<file path="config.mk">
export PLATFORM = sky130hd
export DESIGN_NAME = zcrms_merge
export DESIGN_NICKNAME = d
export VERILOG_FILES = /design/src/rtl/zcrms_pkg.sv /design/src/rtl/zcrms_merge.sv
export SDC_FILE = /design/constraint.sdc
export NUM_CORES = 1
export LEC_CHECK = 0
export BUFFER_PORTS_ARGS = -buffer_cell sky130_fd_sc_hd__buf_2
export CAP_MARGIN = 40
export CORE_AREA = 2 2 99 101
export CTS_CLUSTER_SIZE = 12
export DETAILED_ROUTE_END_ITERATION = 16
export DIE_AREA = 0 0 101 103
export HOLD_SLACK_MARGIN = 0.03
export PLACE_DENSITY = 0.7
export SETUP_SLACK_MARGIN = 0.1
export SYNTH_ARGS = -nofsm -noshare
export SYNTH_HDL_FRONTEND = slang
export SYNTH_SLANG_ARGS = --single-unit
</file>
<file path="constraint.sdc">
create_clock -name clk -period 2.5 [get_ports clk]
set_input_delay 0.125 -clock clk [delete_from_list [all_inputs] [get_ports clk]]
set_output_delay 0.125 -clock clk [all_outputs]
set_load 0.02 [all_outputs]
</file>
<file path="src/rtl/zcrms_pkg.sv">
`default_nettype none
package zcrms_pkg;

  localparam int NCH   = 6;
  localparam int CH_W  = 3;
  localparam int OUT_W = 16;

  localparam logic [1:0] FUNC_SAMPLE = 2'd0;
  localparam logic [1:0] FUNC_GRID   = 2'd1;
  localparam logic [1:0] FUNC_INV    = 2'd2;

  localparam logic [NCH-1:0] MASK_RESET = 6'd60;

  typedef struct packed {
    logic add;
    logic close;
    logic ack;
  } lane_cmd_t;

endpackage
`default_nettype wire

</file>
<file path="src/rtl/zcrms_merge.sv">
`default_nettype none
module zcrms_merge (
  input  wire logic                        clk,
  input  wire logic                        rst_n,
  input  wire logic [zcrms_pkg::NCH-1:0]   start,
  input  wire logic [zcrms_pkg::NCH-1:0]   done,
  input  wire logic [zcrms_pkg::OUT_W-1:0] rms_i [zcrms_pkg::NCH],
  input  wire logic [zcrms_pkg::OUT_W-1:0] cnt_i [zcrms_pkg::NCH],
  input  wire logic [zcrms_pkg::NCH-1:0]   sat_i,
  output logic [zcrms_pkg::NCH-1:0]        ack,
  output logic                             busy,
  output logic                             out_valid,
  input  wire logic                        out_ready,
  output logic [zcrms_pkg::CH_W-1:0]       out_channel,
  output logic [zcrms_pkg::OUT_W-1:0]      out_rms_value,
  output logic [zcrms_pkg::OUT_W-1:0]      out_sample_count,
  output logic                             out_count_saturated,
  output logic                             out_last
);

  logic [zcrms_pkg::NCH-1:0]   pend_r;
  logic                        valid_r;
  logic [zcrms_pkg::CH_W-1:0]  ch_r;
  logic [zcrms_pkg::OUT_W-1:0] rms_r;
  logic [zcrms_pkg::OUT_W-1:0] cnt_r;
  logic                        sat_r;
  logic                        last_r;

  logic [zcrms_pkg::NCH-1:0]   sel;
  logic [zcrms_pkg::CH_W-1:0]  idx;
  logic                        fire;

  // Lowest pending channel goes out first.
  always_comb begin
    sel = pend_r & (~pend_r + 1'b1);
    idx = '0;
    for (int i = 0; i < zcrms_pkg::NCH; i++) begin
      if (sel[i]) begin
        idx = zcrms_pkg::CH_W'(i);
      end
    end
    fire = (pend_r != '0) && ((done & sel) != '0) && (!valid_r || out_ready);
  end

  assign ack                 = fire ? sel : '0;
  assign busy                = (pend_r != '0);
  assign out_valid           = valid_r;
  assign out_channel         = ch_r;
  assign out_rms_value       = rms_r;
  assign out_sample_count    = cnt_r;
  assign out_count_saturated = sat_r;
  assign out_last            = last_r;

  always_ff @(posedge clk) begin
    if (!rst_n) begin
      pend_r  <= '0;
      valid_r <= 1'b0;
    end else begin
      if (fire) begin
        pend_r  <= pend_r & ~sel;
        valid_r <= 1'b1;
      end else begin
        pend_r <= pend_r | start;
        if (out_ready) begin
          valid_r <= 1'b0;
        end
      end
    end
  end

  always_ff @(posedge clk) begin
    if (fire) begin
      ch_r   <= idx;
      rms_r  <= rms_i[idx];
      cnt_r  <= cnt_i[idx];
      sat_r  <= sat_i[idx];
      last_r <= ((pend_r & ~sel) == '0);
    end
  end

endmodule
`default_nettype wire

</file>
==> results.tsv <==
stage	metric	value	unit
status	status	finished, final reports clean	
setup_path	arrival	2170	ps
place	place_area	0.004350	mm^2
setup_path	reg2reg_from	pend_r[2]	
sta	finalHoldViolCount	0	
clock_tree	cts_hold_buf	0	
setup_path	crit_slowest_cell	dfxtp_1	
setup_path	reg2reg_slack	440	ps
drt	drt_iter0_drc	176	
sta	slew_viol_final	0	
sta	fin_tns_setup	0	ps
floorplanning	die_y	103	um
setup_path	start_kind	register	
place	gp_congestion	0.8215	
sta	setup_violations	0	
yosys	syn_avg_cell_area	8.847	um^2
yosys	yosysTopAreaCellShare	0.3705	
pwr	ir_drop	0.5145	mV
grt	grt_pass1_vias	3539	
sta	slew_headroom	0.4620	
final_layout	final_cell_mix	257 x buf_2, 76 x nand2_1, 37 x edfxtp_1	
setup_path	worst_ep_required_time	2380	ps
grt	globalRoute.totalOverflow	0	
clock_tree	cts_root_buf	clkbuf_8	
drt	drt_first_pass_iters	5	
setup_path	crit_type	register to output port	
setup_path	cp-startpoint	pend_r[2]	
clock_tree	cts_buffer_depth	2	
drt	routed_wl	12070	um
yosys	yosysWarnings	0	
grt	antenna_found_initial	0	
yosys	synth_top_area_cell	edfxtp_1	
setup_path	path_delay_family	compound AO/OA/AOI/OAI gates	
clock_tree	cts_sinks	44	
floorplanning	die_w	101	um
yosys	synth_cell_types	37	
pwr	p_leak	2.187	nW
sta	period_share	0.9169	
setup_path	cp_num_cells	5	
grt	grt_pass1_wl	17240	um
clock_tree	clk_pin_slew_worst_paths	90	ps
drt	ant_nets	0	
min_path	hold_path.class	input port to register	
yosys	synth_edf_count	37	
clock_tree	cts_tree	yes	
setup_path	worst-path-buf-inv	1	
flow_run	cap_violations	0	
floorplanning	die-area	0.01040	mm^2
final_layout	final_common_cell	buf_2	
yosys	syn_inst	339	
final_layout	syn_to_final_growth	48.81	%
grt	grt_max_degree	35	
place	dp.final_hpwl	9061	um
min_path	whs_path_depth	3	
sta	final.setup_skew	10.53	ps
drt	wl_per_cell	17.29	um
yosys	synth_seq_area_share	0.4172	
floorplanning	core_area	0.009459	mm^2
final_layout	layout.nets	796	
sta	fmax	436.3	MHz
setup_path	path_max_fanout	12	
setup_path	crit_chain	or3_1, a221oi_2, o21a_4, and2_1, buf_2	
yosys	synth_area_leaders	edfxtp_1 37%, nand2_1 9.5%, a22oi_1 8.3%	
final_layout	fillers	964	
setup_path	r2r_cells	4	
sta	finalCriticalPeriod	2292	ps
drt	routed-via-count	3758	
yosys	ys_ff_latch	44	
setup_path	rr_endpoint	out_rms_value[9]	
yosys	syn_nets	552	
floorplanning	start_util	0.3171	
min_path	min-delay-start	start[1]	
yosys	synth_area	0.002999	mm^2
drt	drc	0	
pwr	power_density	1254	mW/mm^2
yosys	async_flop_share	0	
clock_tree	clock_latency	300	ps
clock_tree	cts_setup_buffers	0	
final_layout	stdcell_area	0.004463	mm^2
setup_path	slowest_delay	460	ps
sta	worstMarginPinSlew	803.3	ps
sta	rsz0062_at_grt	false	
yosys	synth-main-ff-cell	edfxtp_1	
grt	grt_use_total	0.2119	
place	port_buffers	257	
clock_tree	cts_buffers	5	
floorplanning	fp-row-count	36	
setup_path	end_kind	output port	
drt	avgViaCountPerCell	5.384	
floorplanning	boundaryPins	258	
final_layout	drive_gt1_frac	0.4914	
clock_tree	ctsHtreeMaxLevel	2	
min_path	hold_end	pend_r[1]	
final_layout	diodes	0	
state kept, by name, summed over array words and instances, names as in the netlist:
| register | flops |
|---|---|
| out_sample_count | 16 |
| out_valid | 1 |
| out_rms_value | 16 |
| out_channel | 3 |
| out_count_saturated | 1 |
| out_last | 1 |
| pend_r | 6 |
tightest hold or removal path, stage by stage:
cell	delay [ps]
buf_2	100
nand2_1	40
o21ai_0	60
Yosys cell counts, types with 2 or more instances:
library cell,instances
and2_1,4
or3_1,2
o21ai_0,6
clkbuf_1,10
edfxtp_1,37
and3_1,34
nor4_4,2
nor2_1,7
buf_2,7
nand2b_1,3
nand2_1,76
nor2b_1,3
a22oi_1,33
buf_4,9
clkbuf_2,2
o22ai_1,35
nand3b_1,2
dfxtp_1,7
nand3_1,2
a21oi_1,4
buf_6,5
nand4_1,33
inv_1,2
timing repair:
| item | 4_1_cts | 5_1_grt |
|---|---|---|
| endpoints found under the hold margin | 0 | 0 |
| endpoints found under the setup margin | 0 | 2 |
| gates resized for setup | 0 | 1 |
worst max path at each step:
stage / end / slack (ps)
3_3_place_gp: out_rms_value[15] / 430
3_5_place_dp: out_rms_value[15] / 380
5_1_grt: ack[0] / 110
6_report: ack[0] / 210
2_1_floorplan: ack[0] / 620
4_1_cts: ack[0] / 120
stage by stage:
step / worst slack, ps / power (mW) / std cells / utilization / hold WS, ps
detailed placement: 379.1 / 5.074 / 689 / 0.4599 / 376.1
global placement: 432.3 / 4.936 / 687 / 0.4571 / 371.9
floorplan: 617.7 / 3.976 / 339 / - / 264.9
global route: 113.2 / 5.980 / 698 / 0.4718 / 66.08
finish: 207.8 / 5.599 / 698 / 0.4718 / 63.72
CTS: 119.6 / 5.588 / 697 / 0.4708 / 49.09
cell type report:
class	instances	area, um^2	share of cell area
clock buffers	7	97.59	0.02187
clock inverters	1	5.005	0.001121
inverters	3	13.76	0.003084
multi-input cells	260	1539	0.3448
flip-flops and latches	44	1252	0.2806
well taps	114	142.6	0.03196
repair buffers	269	1413	0.3165
report_power, final:
part / total, mW / switching (mW) / internal [mW] / leakage [nW]
Clock: 0.502 / 0.245 / 0.257 / 0.0534
Combinational: 3.43 / 2.21 / 1.21 / 1.72
Sequential: 1.67 / 0.220 / 1.45 / 0.418
metal layers:
| layer | vias up | global-route usage | share of wire |
|---|---|---|---|
| li1 | 1789 | - | - |
| met1 | 1737 | 0.2580 | 0.39 |
| met2 | 209 | 0.3769 | 0.51 |
| met3 | 23 | 0.04407 | 0.083 |
| met4 | 0 | 0.06653 | 0.018 |
| met5 | - | 0 | 0 |
logic make-up (layout without fill, tap and decap cells):
family,after synthesis,after routing,synth area share
flops,44,44,0.4172
simple gates,171,171,0.2987
fa+ha+maj,1,1,0.003338
compound gates,87,88,0.2073
buf+inv,36,280,0.07342
Note: power is estimated with default switching activity, not from simulation.
