--- src/rtl/zcrms_pkg.sv ---
`default_nettype none
package zcrms_pkg;

  localparam int NCH   = 6;
  localparam int CH_W  = 3;
  localparam int OUT_W = 16;

  localparam logic [1:0] FUNC_SAMPLE = 2'd0;
  localparam logic [1:0] FUNC_GRID   = 2'd1;
  localparam logic [1:0] FUNC_INV    = 2'd2;

  localparam logic [NCH-1:0] MASK_RESET = 6'd60;

  typedef struct packed {
    logic add;
    logic close;
    logic ack;
  } lane_cmd_t;

endpackage
`default_nettype wire

--- src/rtl/zcrms_lane.sv ---
`default_nettype none
module zcrms_lane #(
  parameter int SAMPLE_BITS = 16,
  parameter int COUNT_BITS  = 16
) (
  input  wire logic                         clk,
  input  wire logic                         rst_n,
  input  wire zcrms_pkg::lane_cmd_t         cmd,
  input  wire logic [SAMPLE_BITS-1:0]       smp,
  output logic                              done,
  output logic [zcrms_pkg::OUT_W-1:0]       rms_o,
  output logic [zcrms_pkg::OUT_W-1:0]       cnt_o,
  output logic                              sat_o
);

  localparam int RAW_W  = 2*SAMPLE_BITS - 2 + COUNT_BITS;
  localparam int SUM_W  = (RAW_W > 64) ? 64 : RAW_W;
  localparam int SQ_W   = SUM_W + (SUM_W % 2);
  localparam int ROOT_W = SQ_W / 2;
  localparam int STEP_W = $clog2(SUM_W + 1);
  localparam int RMS_X  = (ROOT_W > zcrms_pkg::OUT_W) ? ROOT_W : zcrms_pkg::OUT_W;
  localparam int CNT_X  = (COUNT_BITS > zcrms_pkg::OUT_W) ? COUNT_BITS : zcrms_pkg::OUT_W;

  localparam logic [1:0] L_IDLE = 2'd0;
  localparam logic [1:0] L_DIV  = 2'd1;
  localparam logic [1:0] L_SQRT = 2'd2;
  localparam logic [1:0] L_DONE = 2'd3;

  logic [1:0]              st_r;
  logic                    add_r;
  logic [STEP_W-1:0]       step_r;
  logic [2*SAMPLE_BITS-1:0] sq_r;
  logic [SUM_W-1:0]        sum_r;
  logic [COUNT_BITS-1:0]   cnt_r;
  logic                    sat_r;
  logic [COUNT_BITS-1:0]   cnt_o_r;
  logic                    sat_o_r;
  logic [SUM_W-1:0]        dvd_r;
  logic [COUNT_BITS-1:0]   div_r;
  logic [COUNT_BITS-1:0]   rem_r;
  logic [SQ_W-1:0]         opnd_r;
  logic [ROOT_W:0]         rem2_r;
  logic [ROOT_W-1:0]       root_r;

  logic [SAMPLE_BITS-1:0]  mag;
  logic [SUM_W:0]          sum_add;
  logic [COUNT_BITS:0]     rem_sh;
  logic [COUNT_BITS:0]     rem_diff;
  logic                    q_bit;
  logic [SUM_W-1:0]        quot_nxt;
  logic [ROOT_W+2:0]       rem2_sh;
  logic [ROOT_W+2:0]       trial;
  logic [ROOT_W+2:0]       rem2_diff;
  logic                    r_bit;
  logic [RMS_X-1:0]        rms_x;
  logic [CNT_X-1:0]        cnt_x;

  always_comb begin
    mag       = smp[SAMPLE_BITS-1] ? (~smp + 1'b1) : smp;
    sum_add   = {1'b0, sum_r} + (SUM_W+1)'(sq_r);
    rem_sh    = {rem_r, dvd_r[SUM_W-1]};
    rem_diff  = rem_sh - {1'b0, div_r};
    q_bit     = (rem_sh >= {1'b0, div_r});
    quot_nxt  = {dvd_r[SUM_W-2:0], q_bit};
    rem2_sh   = {rem2_r, opnd_r[SQ_W-1 -: 2]};
    trial     = {1'b0, root_r, 2'b01};
    rem2_diff = rem2_sh - trial;
    r_bit     = (rem2_sh >= trial);
    rms_x     = RMS_X'(root_r);
    cnt_x     = CNT_X'(cnt_o_r);
  end

  assign done  = (st_r == L_DONE);
  assign rms_o = rms_x[zcrms_pkg::OUT_W-1:0];
  assign cnt_o = cnt_x[zcrms_pkg::OUT_W-1:0];
  assign sat_o = sat_o_r;

  // Accumulator and sequencer state.
  always_ff @(posedge clk) begin
    if (!rst_n) begin
      st_r   <= L_IDLE;
      add_r  <= 1'b0;
      sum_r  <= '0;
      cnt_r  <= '0;
      sat_r  <= 1'b0;
      step_r <= '0;
    end else begin
      add_r <= cmd.add;
      if (add_r) begin
        if (cnt_r == {COUNT_BITS{1'b1}}) begin
          sat_r <= 1'b1;
        end else begin
          cnt_r <= cnt_r + 1'b1;
          // The sum sticks at all ones if it would overflow.
          sum_r <= sum_add[SUM_W] ? {SUM_W{1'b1}} : sum_add[SUM_W-1:0];
        end
      end
      unique case (st_r)
        L_IDLE: begin
          if (cmd.close) begin
            sum_r  <= '0;
            cnt_r  <= '0;
            sat_r  <= 1'b0;
            step_r <= '0;
            st_r   <= (cnt_r == '0) ? L_DONE : L_DIV;
          end
        end
        L_DIV: begin
          if (step_r == STEP_W'(SUM_W-1)) begin
            step_r <= '0;
            st_r   <= L_SQRT;
          end else begin
            step_r <= step_r + 1'b1;
          end
        end
        L_SQRT: begin
          if (step_r == STEP_W'(ROOT_W-1)) begin
            step_r <= '0;
            st_r   <= L_DONE;
          end else begin
            step_r <= step_r + 1'b1;
          end
        end
        L_DONE: begin
          if (cmd.ack) begin
            st_r <= L_IDLE;
          end
        end
        default: st_r <= L_IDLE;
      endcase
    end
  end

  // Datapath: square, restoring division, then digit-by-digit square root.
  always_ff @(posedge clk) begin
    if (cmd.add) begin
      sq_r <= mag * mag;
    end
    unique case (st_r)
      L_IDLE: begin
        if (cmd.close) begin
          cnt_o_r <= cnt_r;
          sat_o_r <= sat_r;
          dvd_r   <= sum_r;
          div_r   <= cnt_r;
          rem_r   <= '0;
          root_r  <= '0;
        end
      end
      L_DIV: begin
        rem_r <= q_bit ? rem_diff[COUNT_BITS-1:0] : rem_sh[COUNT_BITS-1:0];
        dvd_r <= quot_nxt;
        if (step_r == STEP_W'(SUM_W-1)) begin
          opnd_r <= SQ_W'(quot_nxt);
          rem2_r <= '0;
          root_r <= '0;
        end
      end
      L_SQRT: begin
        rem2_r <= r_bit ? rem2_diff[ROOT_W:0] : rem2_sh[ROOT_W:0];
        root_r <= {root_r[ROOT_W-2:0], r_bit};
        opnd_r <= {opnd_r[SQ_W-3:0], 2'b00};
      end
      default: begin
      end
    endcase
  end

endmodule
`default_nettype wire

--- config.mk ---
export PLATFORM = sky130hd
export DESIGN_NAME = zcrms_lane
export DESIGN_NICKNAME = d
export VERILOG_FILES = /design/src/rtl/zcrms_pkg.sv /design/src/rtl/zcrms_lane.sv
export SDC_FILE = /design/constraint.sdc
export NUM_CORES = 1
export LEC_CHECK = 0
export BUFFER_PORTS_ARGS = -buffer_cell sky130_fd_sc_hd__buf_2
export CAP_MARGIN = 20
export CORE_MARGIN = 3
export CORE_UTILIZATION = 45
export CTS_CLUSTER_SIZE = 25
export DETAILED_ROUTE_END_ITERATION = 8
export GPL_TIMING_DRIVEN = 0
export PLACE_DENSITY = 0.6
export SETUP_SLACK_MARGIN = 0.1
export SYNTH_ARGS = -nofsm -noshare
export SYNTH_HDL_FRONTEND = slang
export SYNTH_SLANG_ARGS = --single-unit
--- constraint.sdc ---
create_clock -name clk -period 11.8 [get_ports clk]
set_input_delay 0.59 -clock clk [delete_from_list [all_inputs] [get_ports clk]]
set_output_delay 0.59 -clock clk [all_outputs]
set_load 0.02 [all_outputs]
==> flow_summary_export.csv, run 1 <==
group,metric,value,unit
layout,ff_latch_area,7540,um2
route,totalWireLength,48700,um
setup_path,r2r-start,"sq_r[0]",
clock_tree,htree_levels,1,
run_status,status,"finished clean",
layout,area.growth.synth_to_final,9.83,%
clock_tree,cts_tree,"done",
logic_synthesis,async_flop_share,0,%
timing,fmax,0.107,GHz
logic_synthesis,synth-edff-count,203,
floorplanning,rows,80,
logic_synthesis,syn_inst,2222,
logic_synthesis,ys_seq_elements,275,
clock_tree,cts_setup_buffers,0,
route,drtAntennaViolNets,0,
setup_path,crit_path_end,"sq_r[30]",
clock_tree,cts_buffers,29,
placement,gp_congestion,0.890,
grt,grt_pass1_wl,81100,um
layout,layout.nets,2687,
logic_synthesis,yosysWarnings,0,
route,drt_iter0_markers,759,
grt,grt_pass1_vias,16300,
clock_tree,hold_buffers,0,
clock_tree,clk_path_buf_depth,3,
setup_path,crit_path_end_kind,"flop",
timing,finalSetupTns,0,ps
timing,hold_slack,338,ps
setup_path,crit_type,"in -> reg",
clock_tree,clk_transition_reported_paths,60,ps
timing,slew_violations,0,
placement,dpl.cell_count,2947,
timing,hold_viol_final,0,
clock_tree,clock_tree.root_cell,"clkbuf_16",
route,wl_per_cell,16.2,um
route,dr.pass1.iters,7,
setup_path,crit_top_cell,"fa_1",
layout,drive_gt1_share,10.5,%
logic_synthesis,ys_seq_area_share,34.0,%
route,drc,0,
logic_synthesis,synth_most_common_cell,"inv_1",
placement,portBuffers,54,
floorplanning,start_util,46.0,%
setup_path,startpoint,"smp[0]",
layout,antenna_cells,0,
setup_path,worst-path-stages,30,
setup_path,slowest_stage,"xnor2_1",
route,drt-vias-per-instance,5.24,
hold_path,hp-class,"in -> reg",
flow_run,cap_violations,0,
placement,dpl.hpwl,38600,um
logic_synthesis,synth.top_cell.area_share,27.5,%
setup_path,path_delay_family,"adder cells",
timing,setup_viol,0,
logic_synthesis,synth_common_cells,"inv_1 (318), nor2_1 (221), edfxtp_1 (203)",
floorplanning,dieArea,52000,um2
layout,fillers,4504,
setup_path,cp-start-kind,"primary input",
setup_path,cp_num_buf_inv,7,
logic_synthesis,ys.flop_type,"edfxtp_1",
logic_synthesis,synth.avg_cell_area,9.98,um2
route,num_vias,15700,
grt,grtUsageTotal,18.6,%
logic_synthesis,synth_top_area_cell,"edfxtp_1",
clock_tree,cts_resized,0,
logic_synthesis,synth.top_cells.by_area,"edfxtp_1 (27%), fa_1 (15%), ha_1 (10%)",
floorplanning,fp.dieH,228,um
floorplanning,ios,55,
logic_synthesis,yosysUniqueCellTypes,78,
logic_synthesis,syn_area,22200,um2
timing,final.min_clock_period,9330,ps
setup_path,ff2ff_setup_slack,8080,ps
timing,fin_skew,13.7,ps
setup_path,r2r_cells,12,
floorplanning,core,48200,um2
floorplanning,fp.dieW,228,um
setup_path,crit_required,12110,ps
timing,fin_crit_sh,79.1,%
setup_path,cpPeakStageDelay,810,ps
timing,rsz0062_at_grt,"no",
layout,multi_input_area,13100,um2
setup_path,reg2reg_to,"sum_r[35]",
grt,grt.overflow.total,0,
grt,antenna_found_initial,0,
layout,fin_util,50.5,%
timing,relSlewSlack,31.3,%
grt,grt_max_degree,33,
clock_tree,clock-sinks,275,
setup_path,crit_arrival,9640,ps
setup_path,crit_path_max_fanout,10,
clock_tree,worst_skew_pair.late_latency,560,ps
layout,final_cells,3001,
timing,worst_slew_pin_slew,1030,ps
## worst min path at each step
stage / from / to / slack (ps) / cells past startpoint
after floorplan: cnt_r[12] / div_r[12] / 410 / 0
after global placement: cnt_r[12] / div_r[12] / 420 / 0
after detailed placement: cnt_r[12] / div_r[12] / 420 / 0
after CTS: rst_n / st_r[1] / 310 / 2
after global routing: rst_n / st_r[1] / 340 / 2
final: rst_n / st_r[1] / 340 / 2
## registers in the layout, summed over array words and instances, names as in the netlist, 2 cells and up
signal,cells
dvd_r,46
opnd_r,46
sum_r,46
sq_r,31
rem2_r,24
rms_x,23
cnt_r,16
div_r,16
rem_r,16
step_r,6
st_r,2
## layout make-up
class,instances,share of cell area (%)
buffer,82,1.64
clock buffer,38,3.29
clock inverter,16,0.483
inverter,328,5.05
multi-input combinational,1546,53.7
sequential,275,30.9
tap,656,3.37
timing repair buffer,60,1.56
## worst register-to-register path: stages, from the launching register on
cell and delay, ps:
edfxtp_1 420, ha_1 270, ha_1 220, a21oi_1 270, o211ai_1 210, nand4_1 130
nand2_1 90, a211o_1 380, a211o_1 350, a221oi_4 470, a21oi_2 140, nor2_2 460
a311oi_1 170
## placed cells by master (no fill, tap or decap), types with 9 or more instances in the layout
cell         n
a211oi_1    23
a21o_1      48
a21oi_1    108
a31oi_1     14
and2_1      19
and3_1      15
buf_2       59
buf_4       17
clkbuf_1    62
clkbuf_16   30
clkinv_1    10
conb_1      11
dfxtp_1     72
edfxtp_1   203
fa_1       166
ha_1       178
inv_1      318
mux2_2      84
mux2i_1     29
nand2_1    151
nand3_1     27
nand4_1     26
nor2_1     221
nor2b_1     18
nor3_1      37
nor3_2      11
nor4_1      11
o21a_1      15
o21ai_0     85
o21bai_1    11
or3_1        9
xnor2_1     70
xor2_1      51
## per-stage QoR
stage	cell area, um2	setup WS, ps
final	24400	2470
after floorplan	22200	3750
after detailed placement	23400	1830
after global placement	23300	1870
after CTS	24400	2410
after global routing	24400	1890
## kinds of logic (layout without fill, tap and decap cells)
family	after synthesis	in the layout	synth area share, %
buffers and inverters	410	524	7.35
AOI/OAI and AO/OA	375	375	10.9
DFF	275	275	34.0
and+or+nand+nor	580	580	12.3
muxes	113	113	5.57
adders and majority gates	344	344	25.0
other	2	11	0.0339
xor gates and xnor gates	123	123	4.92
## routing by layer
| metal | vias to the layer above | wire, um | GRT usage, % |
|---|---|---|---|
| met5 | - | 0 | 0 |
| met4 | 0 | 1140 | 5.05 |
| met3 | 82 | 1510 | 1.52 |
| met2 | 274 | 24500 | 34.0 |
| met1 | 7616 | 21500 | 23.7 |
| li1 | 7755 | - | - |
Power of run 1 is not shown: default switching activity piles up to over one toggle a cycle in this logic, so the estimate is an artifact.
==> inputs of run 2 (changes only) <==
Settings changed: PLACE_DENSITY 0.6 to 0.62.
Clock period 11.8 ns to 8.04 ns, I/O delays scaled along.
==> run 2 against run 1 <==
Effect of this change:
- first-iteration DRC count up 6.7%
- utilization up 0.75 points
- highest routed layer unchanged
- hold slack worse by 180 ps
- routed wire length down 0.29%
- count of clock-buffer cells in the layout down 5
- critical path depth down 2
- sequential share of layout area down 0.45 points
- flip-flop and latch count unchanged
- non-clock buffer count up 15
- die area unchanged
- register-to-register slack worse by 3800 ps
- critical endpoint is now sq_r[31]
- final area up 1.5%
==> flow_summary_export.csv, run 2 (synthesis results as in run 1) <==
group,metric,value,unit
hold_path,whs_endpoint,"st_r[1]",
setup_path,crit_required,8350,ps
timing,fin_skew,12.1,ps
floorplanning,start_util,46.0,%
run_status,status,"finished clean",
layout,drive_gt1_share,12.1,%
setup_path,crit_type,"in -> reg",
setup_path,r2r-start,"sq_r[0]",
clock_tree,clock_tree.root_cell,"clkbuf_16",
clock_tree,worst_skew_pair.late_latency,560,ps
route,drc,0,
clock_tree,hold_buffers,0,
floorplanning,rows,80,
timing,setup_viol,0,
clock_tree,cts_tree,"done",
setup_path,reg2reg_to,"sum_r[32]",
placement,portBuffers,54,
floorplanning,ios,55,
layout,final_cell_mix,"inv_1 (318), nor2_1 (221), edfxtp_1 (203), ha_1 (178), fa_1 (165)",
grt,grt_max_degree,33,
hold_path,hp-class,"in -> reg",
timing,final.min_clock_period,7650,ps
setup_path,crit_path_max_fanout,10,
route,wl_per_cell,16.1,um
clock_tree,cts_buffers,29,
timing,fin_crit_sh,95.1,%
grt,grtUsageTotal,18.6,%
placement,gp_congestion,0.876,
route,drtAntennaViolNets,0,
layout,fin_util,51.3,%
floorplanning,core,48200,um2
timing,rsz0062_at_grt,"no",
layout,final_common_cell,"inv_1",
floorplanning,fp.dieW,228,um
route,dr.pass1.iters,5,
placement,dpl.hpwl,38200,um
clock_tree,clock-sinks,275,
setup_path,ff2ff_setup_slack,4290,ps
setup_path,cp-start-kind,"primary input",
route,totalWireLength,48600,um
timing,relSlewSlack,43.8,%
timing,slew_violations,0,
route,num_vias,15800,
clock_tree,clk_path_buf_depth,3,
flow_run,cap_violations,0,
setup_path,crit_path_end_kind,"flop",
timing,fmax,0.131,GHz
layout,fillers,4419,
timing,hold_viol_final,0,
setup_path,crit_arrival,7960,ps
route,drt_iter0_markers,810,
hold_path,whs_path_depth,2,
layout,area.growth.synth_to_final,11.5,%
clock_tree,htree_levels,1,
timing,worst_slew_pin_slew,833,ps
clock_tree,clk_transition_reported_paths,60,ps
hold_path,hp-start,"rst_n",
layout,layout.nets,2702,
grt,grt.overflow.total,0,
floorplanning,fp.dieH,228,um
layout,reg.largest.list,"dvd_r: 46 flops, opnd_r: 46 flops, sum_r: 46 flops",
route,drt-vias-per-instance,5.25,
layout,antenna_cells,0,
grt,antenna_found_initial,0,
floorplanning,dieArea,52000,um2
grt,grt_pass1_vias,16400,
setup_path,r2r_cells,12,
grt,grt_pass1_wl,81600,um
-- run 2: cell count changes in the layout (fill, tap and decap cells not counted), moves of 3 or more --
cell,before,now
buf_4,17,31
clkbuf_1,62,53
xor2_1,51,46
clkinv_1,10,6
clkinvlp_4,3,7
xor2_2,1,5
bufinv_16,1,4
xnor2_4,0,3
-- run 2: what timing repair did --
| action | CTS | global route |
|---|---|---|
| pin swaps | 3 | 7 |
| gates resized for setup | 20 | 18 |
| setup endpoints to repair | 17 | 11 |
| setup buffers | 4 | 10 |
-- run 2: stage by stage --
step | TNS [ps] | cell area (um2) | worst slack (ps) | instances | hold WS (ps)
after floorplan | 0 | 22200 | 175 | 2231 | 406
after global placement | -39520 | 23300 | -1720 | 2941 | 414
after detailed placement | -21820 | 23500 | -1810 | 2948 | 416
after CTS | 0 | 24600 | 96.8 | 3005 | 125
after global routing | 0 | 24700 | 90.4 | 3015 | 141
final | 0 | 24700 | 391 | 3015 | 156
-- run 2: how the worst max path moves through the flow --
stage,depth (start not counted),to,slack (ps),from
2_1_floorplan,28,sq_r[31],170,smp[0]
3_3_place_gp,29,sq_r[31],-1720,smp[0]
3_5_place_dp,29,sq_r[31],-1810,smp[0]
4_1_cts,28,sq_r[31],100,smp[0]
5_1_grt,28,sq_r[31],90,smp[3]
6_report,28,sq_r[31],390,smp[3]
-- run 2: cell type report --
cell class	count	area (um2)	share of cell area (%)
repair buffers	75	513	2.07
plain buffers	82	412	1.66
multi-input cells	1546	13200	53.5
flip-flops and latches	275	7540	30.5
clock inverters	20	215	0.870
inverters	328	1240	5.02
well taps	656	821	3.32
clock buffers	33	761	3.08
-- run 2: worst max-delay path, stage by stage --
cell and delay, ps:
buf_2 130, nor3_1 240, nand3_1 160, or3_1 390
or3_4 380, o31ai_4 310, xor2_4 260, inv_4 130
nand2_1 110, inv_1 80, fa_1 500, fa_1 520
fa_1 510, fa_1 520, fa_1 540, inv_1 50
fa_1 520, inv_1 40, ha_1 370, a21oi_2 190
o21bai_1 80, a21o_1 190, or3_1 320, o211ai_1 280
nand2_2 130, a311o_1 320, a21oi_1 170, xnor2_1 90
-- run 2: metal layers --
layer | wire (um) | vias up | global-route usage, %
li1 | - | 7783 | -
met1 | 21500 | 7597 | 24.1
met2 | 23900 | 355 | 33.0
met3 | 1970 | 92 | 1.95
met4 | 1190 | 0 | 5.13
met5 | 0 | - | 0
Power of run 2 is left out for the same reason.
==> inputs of run 3 (changes only) <==
Settings changed: ABC_AREA set to 1.
==> run 3 against run 2 <==
Effect of this change:
- sequential share of layout area down 2.2 points
- global-route usage up 3.2 points
- area after synthesis up 9.5%
- final area up 7.7%
- non-clock buffer count down 19
- final cell count up 30%
- count of clock-buffer cells in the layout up 13
- die area up 9.3%
- hold slack worse by 15 ps
- utilization down 1.0 points
- synthesized cell count up 40%
- critical path type unchanged
- largest cell class unchanged
- highest routed layer unchanged
==> flow_summary_export.csv, run 3 <==
group,metric,value,unit
run_status,status,"finished clean",
setup_path,cpPeakStageDelay,540,ps
layout,layout.nets,3578,
flow_run,cap_violations,0,
timing,hold_slack,142,ps
layout,area.growth.synth_to_final,9.54,%
layout,fillers,5173,
layout,fin_util,50.3,%
setup_path,path_delay_family,"adder cells",
logic_synthesis,synth.top_cell.area_share,25.1,%
grt,grt_pass1_wl,100000,um
setup_path,crit_top_cell,"nand2_1",
setup_path,crit_path_end_kind,"flop",
setup_path,crit_type,"in -> reg",
route,drtAntennaViolNets,0,
timing,slew_violations,0,
layout,drive_gt1_share,7.14,%
logic_synthesis,yosysUniqueCellTypes,53,
floorplanning,dieArea,56800,um2
timing,fmax,0.135,GHz
layout,final_cell_area,26600,um2
logic_synthesis,synth-edff-count,203,
route,totalWireLength,61200,um
grt,grtUsageTotal,21.8,%
route,wl_per_cell,15.6,um
timing,setup_viol,0,
logic_synthesis,yosysWarnings,0,
setup_path,crit_required,8350,ps
timing,rsz0062_at_grt,"no",
setup_path,slowest_stage,"fa_1",
clock_tree,cts_setup_buffers,0,
timing,hold_viol_final,0,
logic_synthesis,ys_seq_elements,275,
layout,reg.largest.list,"dvd_r: 46 flops, opnd_r: 46 flops, sum_r: 46 flops",
grt,grt_pass1_vias,19900,
clock_tree,htree_levels,1,
grt,antenna_found_initial,1,
setup_path,cp-start-kind,"primary input",
placement,postPlaceCellArea,25600,um2
logic_synthesis,synth.avg_cell_area,7.81,um2
hold_path,hp-class,"in -> reg",
logic_synthesis,syn_area,24300,um2
route,dr.pass1.iters,5,
clock_tree,clk_path_buf_depth,3,
timing,relSlewSlack,37.5,%
logic_synthesis,ys_seq_area_share,31.0,%
timing,fin_skew,16.0,ps
logic_synthesis,async_flop_share,0,%
logic_synthesis,synth_top_area_cell,"edfxtp_1",
setup_path,crit_path_max_fanout,19,
layout,multi_input_area,14000,um2
clock_tree,clk_transition_reported_paths,60,ps
timing,final.min_clock_period,7430,ps
logic_synthesis,synth_most_common_cell,"nand2_1",
timing,worst_slew_pin_slew,932,ps
logic_synthesis,syn_inst,3113,
floorplanning,fp.dieH,238,um
setup_path,crit_arrival,7740,ps
placement,portBuffers,54,
layout,final_cell_mix,"nand2_1 (788), inv_1 (601), nor2_1 (310), edfxtp_1 (203), ha_1 (178)",
setup_path,cp_num_buf_inv,6,
route,drc,0,
logic_synthesis,ys.flop_type,"edfxtp_1",
floorplanning,rows,84,
floorplanning,start_util,45.9,%
clock_tree,cts_tree,"done",
logic_synthesis,synth_common_cells,"nand2_1 (788), inv_1 (601), nor2_1 (311)",
clock_tree,cts_buffers,31,
route,num_vias,19700,
placement,gp_congestion,0.921,
timing,finalSetupTns,0,ps
logic_synthesis,synth.top_cells.by_area,"edfxtp_1 (25%), fa_1 (14%), nand2_1 (12%)",
route,drt_iter0_markers,1008,
layout,ff_latch_area,7540,um2
grt,grt.overflow.total,0,
clock_tree,clock_tree.root_cell,"clkbuf_16",
floorplanning,fp.dieW,238,um
clock_tree,worst_skew_pair.late_latency,570,ps
clock_tree,hold_buffers,0,
timing,fin_crit_sh,92.5,%
clock_tree,clock-sinks,275,
layout,final_common_cell,"nand2_1",
grt,grt_max_degree,33,
route,drt-vias-per-instance,5.03,
placement,dpl.hpwl,50500,um
floorplanning,ios,55,
floorplanning,core,53000,um2
[run 3: routing by layer]
metal	GRT usage (%)	vias to the layer above	routed length, um
met2	38.9	411	30000
met4	7.71	0	2200
li1	-	9922	-
met1	27.7	9275	26800
met3	2.02	128	2230
met5	0	-	0
[run 3: cells by family after synthesis]
| group | Yosys count | synth area share, % |
|---|---|---|
| other | 2 | 0.0309 |
| xor gates and xnor gates | 103 | 3.85 |
| buffers and inverters | 699 | 11.6 |
| adders and majority gates | 344 | 22.8 |
| DFF | 275 | 31.0 |
| and+or+nand+nor | 1326 | 22.5 |
| AOI/OAI and AO/OA | 364 | 8.19 |
[run 3: what timing repair did]
item                                    4_1_cts  5_1_grt
endpoints found under the hold margin         0        0
endpoints found under the setup margin        4        1
gates resized for setup                       4        1
[run 3: per-stage QoR]
step                      setup slack, ps  std cells
after global placement               -667       3864
after CTS                             554       3925
after global routing                  116       3926
after detailed placement             -739       3869
after floorplan                      1270       3122
final                                 605       3926
[run 3: worst paths after layout]
path	slack (ps)	cells after the start	from	to
max	610	29	smp[0]	sq_r[27]
min	140	3	rst_n	add_r
max reg2reg	5020	10	st_r[1]	sum_r[40]
min reg2reg	440	0	cnt_r[2]	div_r[2]
[run 3: worst register-to-register path, cell delays in order (launching register included)]
cell      delay (ps)
dfxtp_1          410
inv_1            100
ha_1             270
nand2_1          150
inv_1            330
nor2_1           720
inv_1            220
clkbuf_1         360
a21oi_1          280
nand2_1           80
inv_1             50
[run 3: cell type report]
class	count	share of cell area [%]
multi-input cells	2148	52.7
flip-flops and latches	275	28.3
inverters	619	8.74
clock buffers	46	3.48
well taps	688	3.23
plain buffers	79	1.81
repair buffers	59	1.48
clock inverters	11	0.230
diodes	1	0.00940
Power of run 3 is left out for the same reason.
